## config.mk

```make
export PLATFORM = sky130hd
export DESIGN_NAME = c_like_token_lexer
export DESIGN_NICKNAME = d
export VERILOG_FILES = /design/src/cltl_pkg.sv /design/src/c_like_token_lexer.sv
export VERILOG_INCLUDE_DIRS = /design/src /design/src/src
export SDC_FILE = /design/constraint.sdc
export NUM_CORES = 1
export LEC_CHECK = 0
export BUFFER_PORTS_ARGS = -buffer_cell sky130_fd_sc_hd__buf_2
export CAP_MARGIN = 25
export CORE_ASPECT_RATIO = 0.5
export CORE_MARGIN = 2
export CORE_UTILIZATION = 25
export DETAILED_ROUTE_END_ITERATION = 16
export GPL_TIMING_DRIVEN = 1
export SETUP_SLACK_MARGIN = 0.05
export SYNTH_ARGS = -nofsm -noshare
export SYNTH_HDL_FRONTEND = slang
export SYNTH_SLANG_ARGS = --single-unit
```

## constraint.sdc

```tcl
create_clock -name i_clk -period 17 [get_ports i_clk]
set_input_delay 0.85 -clock i_clk [delete_from_list [all_inputs] [get_ports i_clk]]
set_output_delay 0.85 -clock i_clk [all_outputs]
set_load 0.01 [all_outputs]
```

## src/c_like_token_lexer_macros.svh

```systemverilog
// ----------------------------------------------------------------------------
// Token lexer assertion macros
// Concurrent assertion wrappers that compile away when SYNTH is defined.
// ----------------------------------------------------------------------------
`ifndef C_LIKE_TOKEN_LEXER_MACROS_SVH
`define C_LIKE_TOKEN_LEXER_MACROS_SVH

`ifndef SYNTH

`define CLTL_ASSERT_IMPL(label, clk, rst_n, ante, cons, msg) \
    label: assert property (@(posedge clk) disable iff (!(rst_n)) (ante) |-> (cons)) \
        else $error(msg);

`define CLTL_ASSERT_NEXT(label, clk, rst_n, ante, cons, msg) \
    label: assert property (@(posedge clk) disable iff (!(rst_n)) (ante) |=> (cons)) \
        else $error(msg);

`else

`define CLTL_ASSERT_IMPL(label, clk, rst_n, ante, cons, msg)

`define CLTL_ASSERT_NEXT(label, clk, rst_n, ante, cons, msg)

`endif

`endif

```

## src/cltl_pkg.sv

```systemverilog
// ----------------------------------------------------------------------------
// Token lexer package
// Transfer types, token kinds and keyword spellings for the token lexer.
// ----------------------------------------------------------------------------
package cltl_pkg;

    typedef struct packed {
        logic [7:0] character;
        logic       is_end;
    } t_in;

    typedef struct packed {
        logic [4:0]  token_kind;
        logic [6:0]  token_char;
        logic [15:0] start_line;
        logic [15:0] start_column;
        logic [15:0] token_length;
        logic        last;
    } t_out;

    localparam logic [4:0] K_EOF      = 5'd0;
    localparam logic [4:0] K_LEX      = 5'd1;
    localparam logic [4:0] K_IF       = 5'd2;
    localparam logic [4:0] K_ELSE     = 5'd3;
    localparam logic [4:0] K_WHILE    = 5'd4;
    localparam logic [4:0] K_DO       = 5'd5;
    localparam logic [4:0] K_FOR      = 5'd6;
    localparam logic [4:0] K_ELLIPSIS = 5'd7;
    localparam logic [4:0] K_LE       = 5'd8;
    localparam logic [4:0] K_SHL      = 5'd9;
    localparam logic [4:0] K_A_SHL    = 5'd10;
    localparam logic [4:0] K_GE       = 5'd11;
    localparam logic [4:0] K_SHR      = 5'd12;
    localparam logic [4:0] K_A_SHR    = 5'd13;
    localparam logic [4:0] K_NE       = 5'd14;
    localparam logic [4:0] K_EQ       = 5'd15;
    localparam logic [4:0] K_A_MUL    = 5'd16;
    localparam logic [4:0] K_A_MOD    = 5'd17;
    localparam logic [4:0] K_A_XOR    = 5'd18;
    localparam logic [4:0] K_INC      = 5'd19;
    localparam logic [4:0] K_A_ADD    = 5'd20;
    localparam logic [4:0] K_DEC      = 5'd21;
    localparam logic [4:0] K_A_SUB    = 5'd22;
    localparam logic [4:0] K_ARROW    = 5'd23;
    localparam logic [4:0] K_L_OR     = 5'd24;
    localparam logic [4:0] K_A_OR     = 5'd25;
    localparam logic [4:0] K_L_AND    = 5'd26;
    localparam logic [4:0] K_A_AND    = 5'd27;
    localparam logic [4:0] K_A_DIV    = 5'd28;
    localparam logic [4:0] K_SINGLE   = 5'd29;

    // Keyword spellings, first character in the lowest byte.
    localparam logic [63:0] KW_IF    = 64'h0000_0000_0000_6669;
    localparam logic [63:0] KW_ELSE  = 64'h0000_0000_6573_6c65;
    localparam logic [63:0] KW_WHILE = 64'h0000_0065_6c69_6877;
    localparam logic [63:0] KW_DO    = 64'h0000_0000_0000_6f64;
    localparam logic [63:0] KW_FOR   = 64'h0000_0000_0072_6f66;

    localparam logic [7:0] CH_VTAB = 8'h0b;

endpackage

```

## src/c_like_token_lexer.sv

```systemverilog
// ----------------------------------------------------------------------------
// C-like token lexer
// Scans source bytes one per transfer and produces tokens with their start
// position and length, using one character of lookahead.
//
//   Channel  Direction  Handshake                 Payload
//   input    in         i_in_valid / o_in_stall   i_in_data  (cltl_pkg::t_in)
//   output   out        o_out_valid / i_out_stall o_out_data (cltl_pkg::t_out)
//
// One byte is taken every cycle while o_in_stall is low; its scan step completes
// in that cycle and its zero, one or two tokens enter a four-entry result queue.
// The queue drains one token per cycle while i_out_stall is low, so input is
// held off only while fewer than two queue entries are free.
// Synchronous active-low reset returns the scanner to line 1, column 1.
// A stall on the output side fills the queue and then stalls the input.
// ----------------------------------------------------------------------------
`include "c_like_token_lexer_macros.svh"

module c_like_token_lexer #(
    parameter int POSITION_BITS = 16,
    parameter int KEYWORD_CHARS = 5
) (
    input  logic            i_clk,
    input  logic            i_rst_n,
    input  logic            i_in_valid,
    output logic            o_in_stall,
    input  cltl_pkg::t_in   i_in_data,
    output logic            o_out_valid,
    input  logic            i_out_stall,
    output cltl_pkg::t_out  o_out_data
);

    localparam int PB = POSITION_BITS;
    localparam int KB = 8 * KEYWORD_CHARS;
    localparam logic [PB-1:0] POS_ONE = PB'(1);
    localparam logic [PB-1:0] POS_MAX = {PB{1'b1}};

    typedef enum logic [4:0] {
        M_IDLE, M_NUM, M_IDENT, M_DOT, M_DOTDOT, M_LT, M_SHL, M_GT, M_SHR,
        M_BANG, M_EQ, M_STAR, M_PCT, M_CARET, M_PLUS, M_MINUS, M_BAR, M_AMP,
        M_SLASH, M_LCOM, M_BCOM
    } t_mode;

    typedef struct packed {
        logic           put;
        logic [4:0]     kind;
        logic [6:0]     ch;
        logic [PB-1:0]  len;
    } t_tok;

    t_mode          r_mode, n_mode;
    logic [KB-1:0]  r_kbuf, n_kbuf;
    logic [PB-1:0]  r_plen, n_plen;
    logic [PB-1:0]  r_tline, n_tline;
    logic [PB-1:0]  r_tcol, n_tcol;
    logic [PB-1:0]  r_cline, n_cline;
    logic [PB-1:0]  r_ccol, n_ccol;
    logic           r_star, n_star;

    cltl_pkg::t_out r_q [0:3];
    logic [1:0]     r_wp, n_wp;
    logic [1:0]     r_rp, n_rp;
    logic [2:0]     r_cnt, n_cnt;

    logic           w_acc;
    logic           w_pop;
    logic [7:0]     w_c;
    t_tok           w_flush;
    t_tok           w_ext;
    logic           w_cons;
    t_mode          w_emode;
    logic           w_eadd;
    logic           w_estar_wr;
    logic [4:0]     w_opk;
    t_mode          w_smode;
    logic           w_sadd;
    logic           w_sput;
    logic [4:0]     w_wkind;
    logic [63:0]    w_kb64;
    cltl_pkg::t_out w_a;
    cltl_pkg::t_out w_b;
    logic           w_av;
    logic           w_bv;
    cltl_pkg::t_out w_res0;
    cltl_pkg::t_out w_res1;
    logic [1:0]     w_nres;

    function automatic logic [PB-1:0] sat_inc(input logic [PB-1:0] v);
        return (v != POS_MAX) ? v + POS_ONE : v;
    endfunction

    function automatic logic [15:0] to16(input logic [PB-1:0] v);
        logic [PB+15:0] w;
        w = {16'd0, v};
        return w[15:0];
    endfunction

    function automatic logic is_num(input logic [7:0] c);
        return (c >= "0") && (c <= "9");
    endfunction

    function automatic logic is_alpha(input logic [7:0] c);
        return ((c >= "a") && (c <= "z")) || ((c >= "A") && (c <= "Z")) || (c == "_");
    endfunction

    function automatic logic is_ws(input logic [7:0] c);
        return (c == " ") || (c == 8'h09) || (c == cltl_pkg::CH_VTAB) ||
               (c == 8'h0c) || (c == 8'h0d) || (c == 8'h0a);
    endfunction

    function automatic cltl_pkg::t_out mk(input logic [4:0] kind, input logic [6:0] ch,
                                          input logic [PB-1:0] line,
                                          input logic [PB-1:0] col,
                                          input logic [PB-1:0] len);
        cltl_pkg::t_out o;
        o.token_kind   = kind;
        o.token_char   = ch;
        o.start_line   = to16(line);
        o.start_column = to16(col);
        o.token_length = to16(len);
        o.last         = 1'b0;
        return o;
    endfunction

    assign w_c   = i_in_data.character;
    assign w_acc = i_in_valid && !o_in_stall;
    assign w_pop = o_out_valid && !i_out_stall;

    assign o_in_stall  = r_cnt > 3'd2;
    assign o_out_valid = r_cnt != 3'd0;
    assign o_out_data  = r_q[r_rp];

    // Keyword lookup on the buffered identifier.
    always_comb begin
        w_kb64 = 64'(r_kbuf);
        if (r_plen == PB'(2) && w_kb64 == cltl_pkg::KW_IF) begin
            w_wkind = cltl_pkg::K_IF;
        end else if (r_plen == PB'(4) && w_kb64 == cltl_pkg::KW_ELSE) begin
            w_wkind = cltl_pkg::K_ELSE;
        end else if (r_plen == PB'(5) && w_kb64 == cltl_pkg::KW_WHILE) begin
            w_wkind = cltl_pkg::K_WHILE;
        end else if (r_plen == PB'(2) && w_kb64 == cltl_pkg::KW_DO) begin
            w_wkind = cltl_pkg::K_DO;
        end else if (r_plen == PB'(3) && w_kb64 == cltl_pkg::KW_FOR) begin
            w_wkind = cltl_pkg::K_FOR;
        end else begin
            w_wkind = cltl_pkg::K_LEX;
        end
    end

    // Token held by the current mode when a byte cannot extend it.
    always_comb begin
        w_flush = '{put: 1'b1, kind: cltl_pkg::K_SINGLE, ch: 7'd0, len: POS_ONE};
        unique case (r_mode)
            M_NUM:   w_flush = '{put: 1'b1, kind: cltl_pkg::K_LEX, ch: 7'd0, len: r_plen};
            M_IDENT: w_flush = '{put: 1'b1, kind: w_wkind, ch: 7'd0, len: r_plen};
            M_DOT:   w_flush.ch = 7'h2e;
            M_LT:    w_flush.ch = 7'h3c;
            M_GT:    w_flush.ch = 7'h3e;
            M_SHL:   w_flush = '{put: 1'b1, kind: cltl_pkg::K_SHL, ch: 7'd0, len: PB'(2)};
            M_SHR:   w_flush = '{put: 1'b1, kind: cltl_pkg::K_SHR, ch: 7'd0, len: PB'(2)};
            M_SLASH: w_flush.ch = 7'h2f;
            M_BANG:  w_flush.ch = 7'h21;
            M_EQ:    w_flush.ch = 7'h3d;
            M_STAR:  w_flush.ch = 7'h2a;
            M_PCT:   w_flush.ch = 7'h25;
            M_CARET: w_flush.ch = 7'h5e;
            M_PLUS:  w_flush.ch = 7'h2b;
            M_MINUS: w_flush.ch = 7'h2d;
            M_BAR:   w_flush.ch = 7'h7c;
            M_AMP:   w_flush.ch = 7'h26;
            default: w_flush.put = 1'b0;
        endcase
    end

    // Second character of the two-character operators.
    always_comb begin
        w_opk = cltl_pkg::K_EOF;
        case (r_mode)
            M_BANG:  if (w_c == "=") w_opk = cltl_pkg::K_NE;
            M_EQ:    if (w_c == "=") w_opk = cltl_pkg::K_EQ;
            M_STAR:  if (w_c == "=") w_opk = cltl_pkg::K_A_MUL;
            M_PCT:   if (w_c == "=") w_opk = cltl_pkg::K_A_MOD;
            M_CARET: if (w_c == "=") w_opk = cltl_pkg::K_A_XOR;
            M_PLUS: begin
                if (w_c == "+") w_opk = cltl_pkg::K_INC;
                else if (w_c == "=") w_opk = cltl_pkg::K_A_ADD;
            end
            M_MINUS: begin
                if (w_c == "-") w_opk = cltl_pkg::K_DEC;
                else if (w_c == "=") w_opk = cltl_pkg::K_A_SUB;
                else if (w_c == ">") w_opk = cltl_pkg::K_ARROW;
            end
            M_BAR: begin
                if (w_c == "|") w_opk = cltl_pkg::K_L_OR;
                else if (w_c == "=") w_opk = cltl_pkg::K_A_OR;
            end
            M_AMP: begin
                if (w_c == "&") w_opk = cltl_pkg::K_L_AND;
                else if (w_c == "=") w_opk = cltl_pkg::K_A_AND;
            end
            default: w_opk = cltl_pkg::K_EOF;
        endcase
    end

    // Continuation of the pending token by the new byte.
    always_comb begin
        w_cons     = 1'b1;
        w_emode    = M_IDLE;
        w_eadd     = 1'b0;
        w_estar_wr = 1'b0;
        w_ext      = '{put: 1'b0, kind: cltl_pkg::K_EOF, ch: 7'd0, len: PB'(2)};
        unique case (r_mode)
            M_NUM: begin
                w_cons  = is_num(w_c);
                w_eadd  = 1'b1;
                w_emode = M_NUM;
            end
            M_IDENT: begin
                w_cons  = is_num(w_c) || is_alpha(w_c);
                w_eadd  = 1'b1;
                w_emode = M_IDENT;
            end
            M_DOT: begin
                w_cons  = w_c == ".";
                w_emode = M_DOTDOT;
            end
            M_DOTDOT: begin
                w_ext = '{put: w_c == ".", kind: cltl_pkg::K_ELLIPSIS, ch: 7'd0, len: PB'(3)};
            end
            M_LT, M_GT: begin
                if (w_c == "=") begin
                    w_ext.put  = 1'b1;
                    w_ext.kind = (r_mode == M_LT) ? cltl_pkg::K_LE : cltl_pkg::K_GE;
                end else if (r_mode == M_LT && w_c == "<") begin
                    w_emode = M_SHL;
                end else if (r_mode == M_GT && w_c == ">") begin
                    w_emode = M_SHR;
                end else begin
                    w_cons = 1'b0;
                end
            end
            M_SHL, M_SHR: begin
                w_cons     = w_c == "=";
                w_ext.put  = 1'b1;
                w_ext.len  = PB'(3);
                w_ext.kind = (r_mode == M_SHL) ? cltl_pkg::K_A_SHL : cltl_pkg::K_A_SHR;
            end
            M_SLASH: begin
                if (w_c == "=") begin
                    w_ext.put  = 1'b1;
                    w_ext.kind = cltl_pkg::K_A_DIV;
                end else if (w_c == "/") begin
                    w_emode = M_LCOM;
                end else if (w_c == "*") begin
                    w_emode    = M_BCOM;
                    w_estar_wr = 1'b1;
                end else begin
                    w_cons = 1'b0;
                end
            end
            M_LCOM: begin
                w_emode = (w_c == 8'h0a) ? M_IDLE : M_LCOM;
            end
            M_BCOM: begin
                w_emode    = (r_star && w_c == "/") ? M_IDLE : M_BCOM;
                w_estar_wr = 1'b1;
            end
            M_BANG, M_EQ, M_STAR, M_PCT, M_CARET, M_PLUS, M_MINUS, M_BAR, M_AMP: begin
                w_cons     = w_opk != cltl_pkg::K_EOF;
                w_ext.put  = 1'b1;
                w_ext.kind = w_opk;
            end
            default: w_cons = 1'b0;
        endcase
    end

    // Opening of a new token from the byte.
    always_comb begin
        w_smode = M_IDLE;
        w_sadd  = 1'b0;
        w_sput  = 1'b0;
        if (is_ws(w_c)) begin
            w_smode = M_IDLE;
        end else if (is_num(w_c)) begin
            w_smode = M_NUM;
            w_sadd  = 1'b1;
        end else if (is_alpha(w_c)) begin
            w_smode = M_IDENT;
            w_sadd  = 1'b1;
        end else begin
            case (w_c) inside
                ".":  w_smode = M_DOT;
                "<":  w_smode = M_LT;
                ">":  w_smode = M_GT;
                "/":  w_smode = M_SLASH;
                "!":  w_smode = M_BANG;
                "=":  w_smode = M_EQ;
                "*":  w_smode = M_STAR;
                "%":  w_smode = M_PCT;
                "^":  w_smode = M_CARET;
                "+":  w_smode = M_PLUS;
                "-":  w_smode = M_MINUS;
                "|":  w_smode = M_BAR;
                "&":  w_smode = M_AMP;
                "(", ")", "[", "]", "{", "}", ",", ";", ":", "?", "~", "@", "$":
                    w_sput = 1'b1;
                default: w_smode = M_IDLE;
            endcase
        end
    end

    // Next state and the results of one transfer.
    always_comb begin
        n_mode  = r_mode;
        n_kbuf  = r_kbuf;
        n_plen  = r_plen;
        n_tline = r_tline;
        n_tcol  = r_tcol;
        n_cline = r_cline;
        n_ccol  = r_ccol;
        n_star  = r_star;
        w_av    = 1'b0;
        w_bv    = 1'b0;
        w_a     = mk(w_flush.kind, w_flush.ch, r_tline, r_tcol, w_flush.len);
        w_b     = mk(cltl_pkg::K_EOF, 7'd0, r_cline, r_ccol, '0);

        if (i_in_data.is_end) begin
            w_av    = w_flush.put;
            w_bv    = 1'b1;
            n_mode  = M_IDLE;
            n_kbuf  = '0;
            n_plen  = '0;
            n_tline = POS_ONE;
            n_tcol  = POS_ONE;
            n_cline = POS_ONE;
            n_ccol  = POS_ONE;
            n_star  = 1'b0;
        end else begin
            if (w_cons) begin
                n_mode = w_emode;
                if (w_estar_wr) begin
                    n_star = (r_mode == M_BCOM) && (w_c == "*");
                end
                w_av = w_ext.put;
                w_a  = mk(w_ext.kind, 7'd0, r_tline, r_tcol, w_ext.len);
            end else begin
                w_av    = w_flush.put;
                n_mode  = w_smode;
                n_tline = r_cline;
                n_tcol  = r_ccol;
                n_kbuf  = '0;
                n_plen  = '0;
                w_bv    = w_sput;
                w_b     = mk(cltl_pkg::K_SINGLE, w_c[6:0], r_cline, r_ccol, POS_ONE);
            end
            if ((w_cons && w_eadd) || (!w_cons && w_sadd)) begin
                for (int k = 0; k < KEYWORD_CHARS; k++) begin
                    if (n_plen == PB'(k)) begin
                        n_kbuf[8*k +: 8] = w_c;
                    end
                end
                n_plen = sat_inc(n_plen);
            end
            if (w_c == 8'h0a) begin
                n_cline = sat_inc(r_cline);
                n_ccol  = POS_ONE;
            end else begin
                n_ccol = sat_inc(r_ccol);
            end
        end

        w_nres = {1'b0, w_av} + {1'b0, w_bv};
        w_res0 = w_av ? w_a : w_b;
        w_res1 = w_b;
        w_res0.last = w_nres == 2'd1;
        w_res1.last = 1'b1;
    end

    always_comb begin
        n_wp  = r_wp;
        n_rp  = r_rp;
        n_cnt = r_cnt;
        if (w_acc) begin
            n_wp = r_wp + w_nres;
        end
        if (w_pop) begin
            n_rp = r_rp + 2'd1;
        end
        n_cnt = r_cnt + (w_acc ? 3'(w_nres) : 3'd0) - (w_pop ? 3'd1 : 3'd0);
    end

    always_ff @(posedge i_clk) begin
        if (!i_rst_n) begin
            r_mode  <= M_IDLE;
            r_kbuf  <= '0;
            r_plen  <= '0;
            r_tline <= POS_ONE;
            r_tcol  <= POS_ONE;
            r_cline <= POS_ONE;
            r_ccol  <= POS_ONE;
            r_star  <= 1'b0;
            r_wp    <= '0;
            r_rp    <= '0;
            r_cnt   <= '0;
        end else begin
            if (w_acc) begin
                r_mode  <= n_mode;
                r_kbuf  <= n_kbuf;
                r_plen  <= n_plen;
                r_tline <= n_tline;
                r_tcol  <= n_tcol;
                r_cline <= n_cline;
                r_ccol  <= n_ccol;
                r_star  <= n_star;
            end
            r_wp  <= n_wp;
            r_rp  <= n_rp;
            r_cnt <= n_cnt;
        end
    end

    always_ff @(posedge i_clk) begin
        if (w_acc && w_nres != 2'd0) begin
            r_q[r_wp] <= w_res0;
        end
        if (w_acc && w_nres == 2'd2) begin
            r_q[r_wp + 2'd1] <= w_res1;
        end
    end

    `CLTL_ASSERT_IMPL(a_queue_room, i_clk, i_rst_n, w_acc, ({1'b0, r_cnt} + 4'(w_nres)) <= 4'd4, "result queue overflow")
    `CLTL_ASSERT_IMPL(a_end_yields_eof, i_clk, i_rst_n, w_acc && i_in_data.is_end, w_nres != 2'd0 && w_res1.token_kind == cltl_pkg::K_EOF, "end transfer without eof token")
    `CLTL_ASSERT_NEXT(a_end_resets, i_clk, i_rst_n, w_acc && i_in_data.is_end, r_mode == M_IDLE && r_cline == POS_ONE && r_ccol == POS_ONE && r_plen == '0, "scanner not reset after end")
    `CLTL_ASSERT_IMPL(a_pos_nonzero, i_clk, i_rst_n, 1'b1, r_cline != '0 && r_ccol != '0 && r_tline != '0 && r_tcol != '0, "position counter reached zero")

endmodule

```

### Word level (Yosys, flattened, before mapping)

Memory sizes are Yosys's and may differ from the RTL's. A register that Yosys moved wholly into a read port is not among the register bits.
Cells that the tools add are included.

| storage, ports and cells | value |
|---|---|
| bits in registers | 133 |
| latch bits | 0 |
| memory bits (writable) | 244 |
| bits in read-only memories | 0 |
| bits of input ports | 13 |
| memories kept | 1 |

| cells by class | value |
|---|---|
| add/sub/neg operators | 9 |
| multiply operators | 0 |
| divide/modulo/power cells | 0 |
| $lt $le $gt $ge | 7 |
| equality and inequality tests | 72 |
| shift operators | 0 |
| muxes and demuxes | 131 |
| bitwise operators | 0 |
| reduce and logical (&&, ||, !) cells | 51 |

Memory list:

| memory | words | bits a word | rd ports | clocked after Yosys merged registers in | wr ports | line | RTL |
|---|---|---|---|---|---|---|---|
| r_q | 4 | 61 | 1 | 1 | 2 | c_like_token_lexer.sv:60 | `cltl_pkg::t_out r_q [0:3];` |

Operators with widths:

| kind | number |
|---|---|
| $mux W61 | 5 |
| $mux W16 | 15 |
| $mux W5 | 41 |
| $eq A8 B6 Y1 const B | 19 |
| $mux W40 | 3 |
| $pmux W7 S13 | 1 |
| $eq A40 B15 Y1 const B | 2 |
| $eq A8 B7 Y1 const B | 9 |
| $eq A16 B2 Y1 const B | 4 |
| $add A16 B1 Y16 const B | 3 |
| $eq A16 B3 Y1 const B | 3 |
| $ne A16 B16 Y1 const B | 3 |
| $pmux W5 S9 | 1 |
| $mux W1 | 43 |
| $eq A40 B23 Y1 const B | 1 |
| $eq A40 B31 Y1 const B | 1 |
| $eq A40 B39 Y1 const B | 1 |
| $eq A5 B4 Y1 const B | 8 |
| $eq A8 B4 Y1 const B | 5 |
| $mux W8 | 5 |
| $pmux W5 S7 | 1 |
| $pmux W16 S2 | 1 |
| $pmux W6 S5 | 1 |
| $eq A5 B5 Y1 const B | 5 |
| other kinds (38) | 89 |

### Longest topological paths before layout

| depth | value |
|---|---|
| depth in word-level cells | 26 |
| depth in mapped cells | 21 |

### Least setup slack after synthesis

OpenSTA, ideal clock, no wires.

| timing path | value |
|---|---|
| path kind | in2reg |
| start | input port i_in_data[1] (netlist bit) |
| end | memory r_q[0][17] (netlist bit) (enable) |
| library setup time | 399 ps |
| data arrival time | 5,627 ps |
| required time | 16,601 ps |
| setup slack | 10,974 ps |
| stages | 17 |
| buffers on the path | 5 |
| cells stage by stage | buf_2 -> or4bb_1 -> o2111ai_1 -> o311ai_1 -> a221oi_2 -> nand3_1 -> o21a_2 -> buf_6 -> buf_2 -> buf_2 -> a31oi_1 -> inv_1 -> ha_1 -> clkbuf_1 -> nor4_1 -> nor2_1 -> inv_1 |

RTL lines:

| element | line | RTL |
|---|---|---|
| start, declared | c_like_token_lexer.sv:27 | `input cltl_pkg::t_in i_in_data,` |
| end, declared | c_like_token_lexer.sv:60 |  |

==> metrics.yaml <==
coreArea_um2: 81400
synth_flop_cell: "dfxtp_1"
drt_iter0_drc: 1837
pwr-share-seq_pct: 39.5
cp.required_ns: 17.22
wl_per_cell_um: 20.5
min_to: "r_kbuf[23]"
cts_made_buffers: 43
power.density_nw_per_um2: 120
swShare_pct: 33.8
finClkSkew_ns: 0.0361
hold_viol_final: 0
path_clk_slew_ns: 0.06
vias_per_cell: 5.53
p_int_mw: 1.84
rsz0062_at_grt: "false"
ff2ff_path_depth: 17
grt_pass1_vias: 16539
synth_cells: 2067
max-vdd-ir-drop_mv: 0.0759
hold_buffers: 0
vias: 17335
critPathMaxFanout: 54
slew_violations: 0
slowest_stage: "buf_4"
grt.total_usage_pct: 14.7
report.final.setup_viol: 0
post_cts_buffers: 0
relSlewSlack_pct: 29.9
fin_crit_sh_pct: 36.6
crit_top_cell: "buf_4"
combPwrFrac_pct: 26.4
crit_chain: "buf_2 > and4b_1 > or4b_1 > a2111o_1 > o311a_1 > nand2_1 > o211ai_1 > buf_4 > o21ai_1 > inv_1 > ha_1 > nor4_2 > buf_4 > nor2_1 > buf_4 > inv_2 > buf_4"
chipHeight_um: 206
final_nets: 2027
hp-class: "reg2reg"
cts.sink_count: 379
critPathBufInv: 7
drive_above_1_share_pct: 14.7
gr-total-overflow: 0
diodes: 0
synth_area_leaders: "edfxtp_1 26%, dfxtp_1 20%, mux4_2 6.7%"
arrival_ns: 6.43
root_buffer: "clkbuf_16"
p_clk_share_pct: 34.1
rows: 74
firstDrtPassIters: 6
place_area_um2: 21700
die_area_um2: 84400
final_area_um2: 23200
fin_crit_ns: 6.22
slowest_delay_ns: 0.57
switchingPower_uw: 943
synth_area_per_cell_um2: 9.91
die_w_um: 409
worst_slew_pin_slew_ns: 1.05
grt_max_degree: 115
dp_hpwl_mm: 39.6
async_reset_ff_share_pct: 0
yosys.area.top_type_share_pct: 25.8
worst_r2r_endpoint: "r_q[0][54]"
status: "finished clean"
synth_nets: 2093
hold-path-cell-count: 1
yosysSeqAreaShare_pct: 45.6
crit_path_start_kind: "primary input"
start_util_pct: 25.2
maxCapViolCount: 0
ant_nets: 0
cts_resized: 0
io_buffers: 75
synthDistinctLibCells: 83
synth-edff-count: 176
ctsLongestPathBuffers: 3
routed_wl_mm: 64.3
h-tree-depth: 2
grt_pass1_wl_mm: 98.4
antenna_found_initial: 0
yosys.area.top_type: "edfxtp_1"
p_leak_nw: 6.98
ys_seq_elements: 379
setup_tns_ns: 0
clock_latency_ns: 0.60
fmax_mhz: 161
synth.most_common_cell: "nand2_1"
tritoncts: "done"
synth_area_um2: 20500
crit_type: "in2reg"
syn_to_final_growth_pct: 13.3
place.gp.congestion: 0.882
r2r_start: "r_mode[0]"
min_from: "r_kbuf[23]"
ys_warn_count: 0
ys_top_cells_by_count: "253 x nand2_1, 203 x dfxtp_1, 176 x edfxtp_1, 164 x clkbuf_1, 147 x o211ai_1"
ioPinCount: 76
reg2reg_slack_ns: 10.88
drcViolationCount: 0
crit_family: "buffers and inverters"
cp-end-kind: "register"
cells in the final DEF (no fill, tap or decap), types with 7 or more instances in the layout:
| master | Yosys | layout |
|---|---|---|
| nand2_1 | 253 | 252 |
| dfxtp_1 | 203 | 201 |
| edfxtp_1 | 176 | 176 |
| o211ai_1 | 147 | 147 |
| o2111ai_1 | 134 | 134 |
| a21oi_1 | 94 | 94 |
| o21ai_0 | 95 | 93 |
| nor2_1 | 80 | 77 |
| buf_2 | 42 | 75 |
| a22o_1 | 70 | 70 |
| mux4_2 | 61 | 61 |
| inv_1 | 58 | 53 |
| clkbuf_16 | 0 | 44 |
| buf_4 | 3 | 44 |
| nand3_1 | 43 | 43 |
| a32o_1 | 42 | 42 |
| and2_1 | 23 | 23 |
| and3_1 | 22 | 22 |
| or3_1 | 21 | 21 |
| o2bb2ai_1 | 21 | 21 |
| nor3_1 | 24 | 20 |
| a31oi_1 | 20 | 20 |
| nor4_1 | 17 | 16 |
| nand4_1 | 16 | 16 |
| nand2b_1 | 15 | 15 |
| nor3_2 | 9 | 13 |
| o22ai_1 | 12 | 12 |
| ha_1 | 12 | 12 |
| xor2_1 | 10 | 10 |
| o21ai_1 | 8 | 10 |
| nor2b_1 | 8 | 8 |
| nor3b_1 | 8 | 8 |
| xnor2_1 | 8 | 8 |
| clkbuf_1 | 164 | 8 |
| nand3b_1 | 7 | 7 |
| or4_1 | 7 | 7 |
| clkinv_2 | 0 | 7 |
state kept, by name, indices dropped and copies added, names as in the netlist, named ones only:
register	cells
r_plen	16
r_ccol	16
r_star	1
r_cline	16
r_tline	16
r_cnt	3
r_mode	5
r_wp	2
r_q	244
r_rp	2
r_tcol	16
r_kbuf	40
how the worst max path moves through the flow:
stage               depth (start not counted)         start  slack, ns         end
finish                                     17  i_in_data[3]      10.78  r_q[0][54]
global route                               17  i_in_data[3]      10.46  r_q[0][54]
CTS                                        17  i_in_data[3]      10.83  r_q[0][54]
detailed placement                         17  i_in_data[3]      10.25  r_q[0][24]
global placement                           17  i_in_data[5]      10.36  r_q[0][24]
floorplan                                  17  i_in_data[1]      10.97  r_q[0][17]
final cells by class:
class	instances	area (um2)
Timing Repair Buffer	124	787
Clock buffer	59	1220
Inverter	59	221
Tap cell	1102	1380
Fill cell	8391	58200
Sequential cell	379	9350
Clock inverter	20	224
Multi-Input combinational cell	1394	10000
logic make-up (layout without fill, tap and decap cells):
group                    after synthesis  count (layout)  synth area share (%)
AO/OA/AOI/OAI                        702             702                  25.4
AND/OR/NAND/NOR                      596             596                  14.7
flip-flops                           379             379                  45.6
buffers and inverters                294             262                  5.82
multiplexers                          65              65                  6.91
XOR/XNOR                              18              18                 0.770
adder cells (fa/ha/maj)               13              13                 0.831
power groups by stage:
stage | combinational [mW] | clock [mW] | sequential [mW]
after floorplan | 0.482 | 0 | 1.09
after global placement | 0.726 | 0 | 1.12
after detailed placement | 0.734 | 0 | 1.12
after CTS | 0.736 | 0.965 | 1.10
after global routing | 0.785 | 0.999 | 1.11
final | 0.735 | 0.951 | 1.10
routing by layer:
| layer | global-route usage [%] | wire length (um) |
|---|---|---|
| met1 | 18.6 | 27300 |
| met2 | 25.0 | 30800 |
| met3 | 1.66 | 3580 |
| met4 | 7.16 | 2640 |
| met5 | 0 | 0 |
metrics by stage:
stage	hold WS, ns	util (%)	std cells	worst slack, ns	power [mW]
after floorplan	0.420	-	2067	10.97	1.58
after global placement	0.440	26.6	3050	10.36	1.84
after detailed placement	0.445	26.7	3057	10.25	1.85
after CTS	0.459	28.5	3136	10.83	2.80
after global routing	0.483	28.5	3137	10.46	2.89
final	0.456	28.5	3137	10.78	2.79
Note: power is estimated with default switching activity, not from simulation.
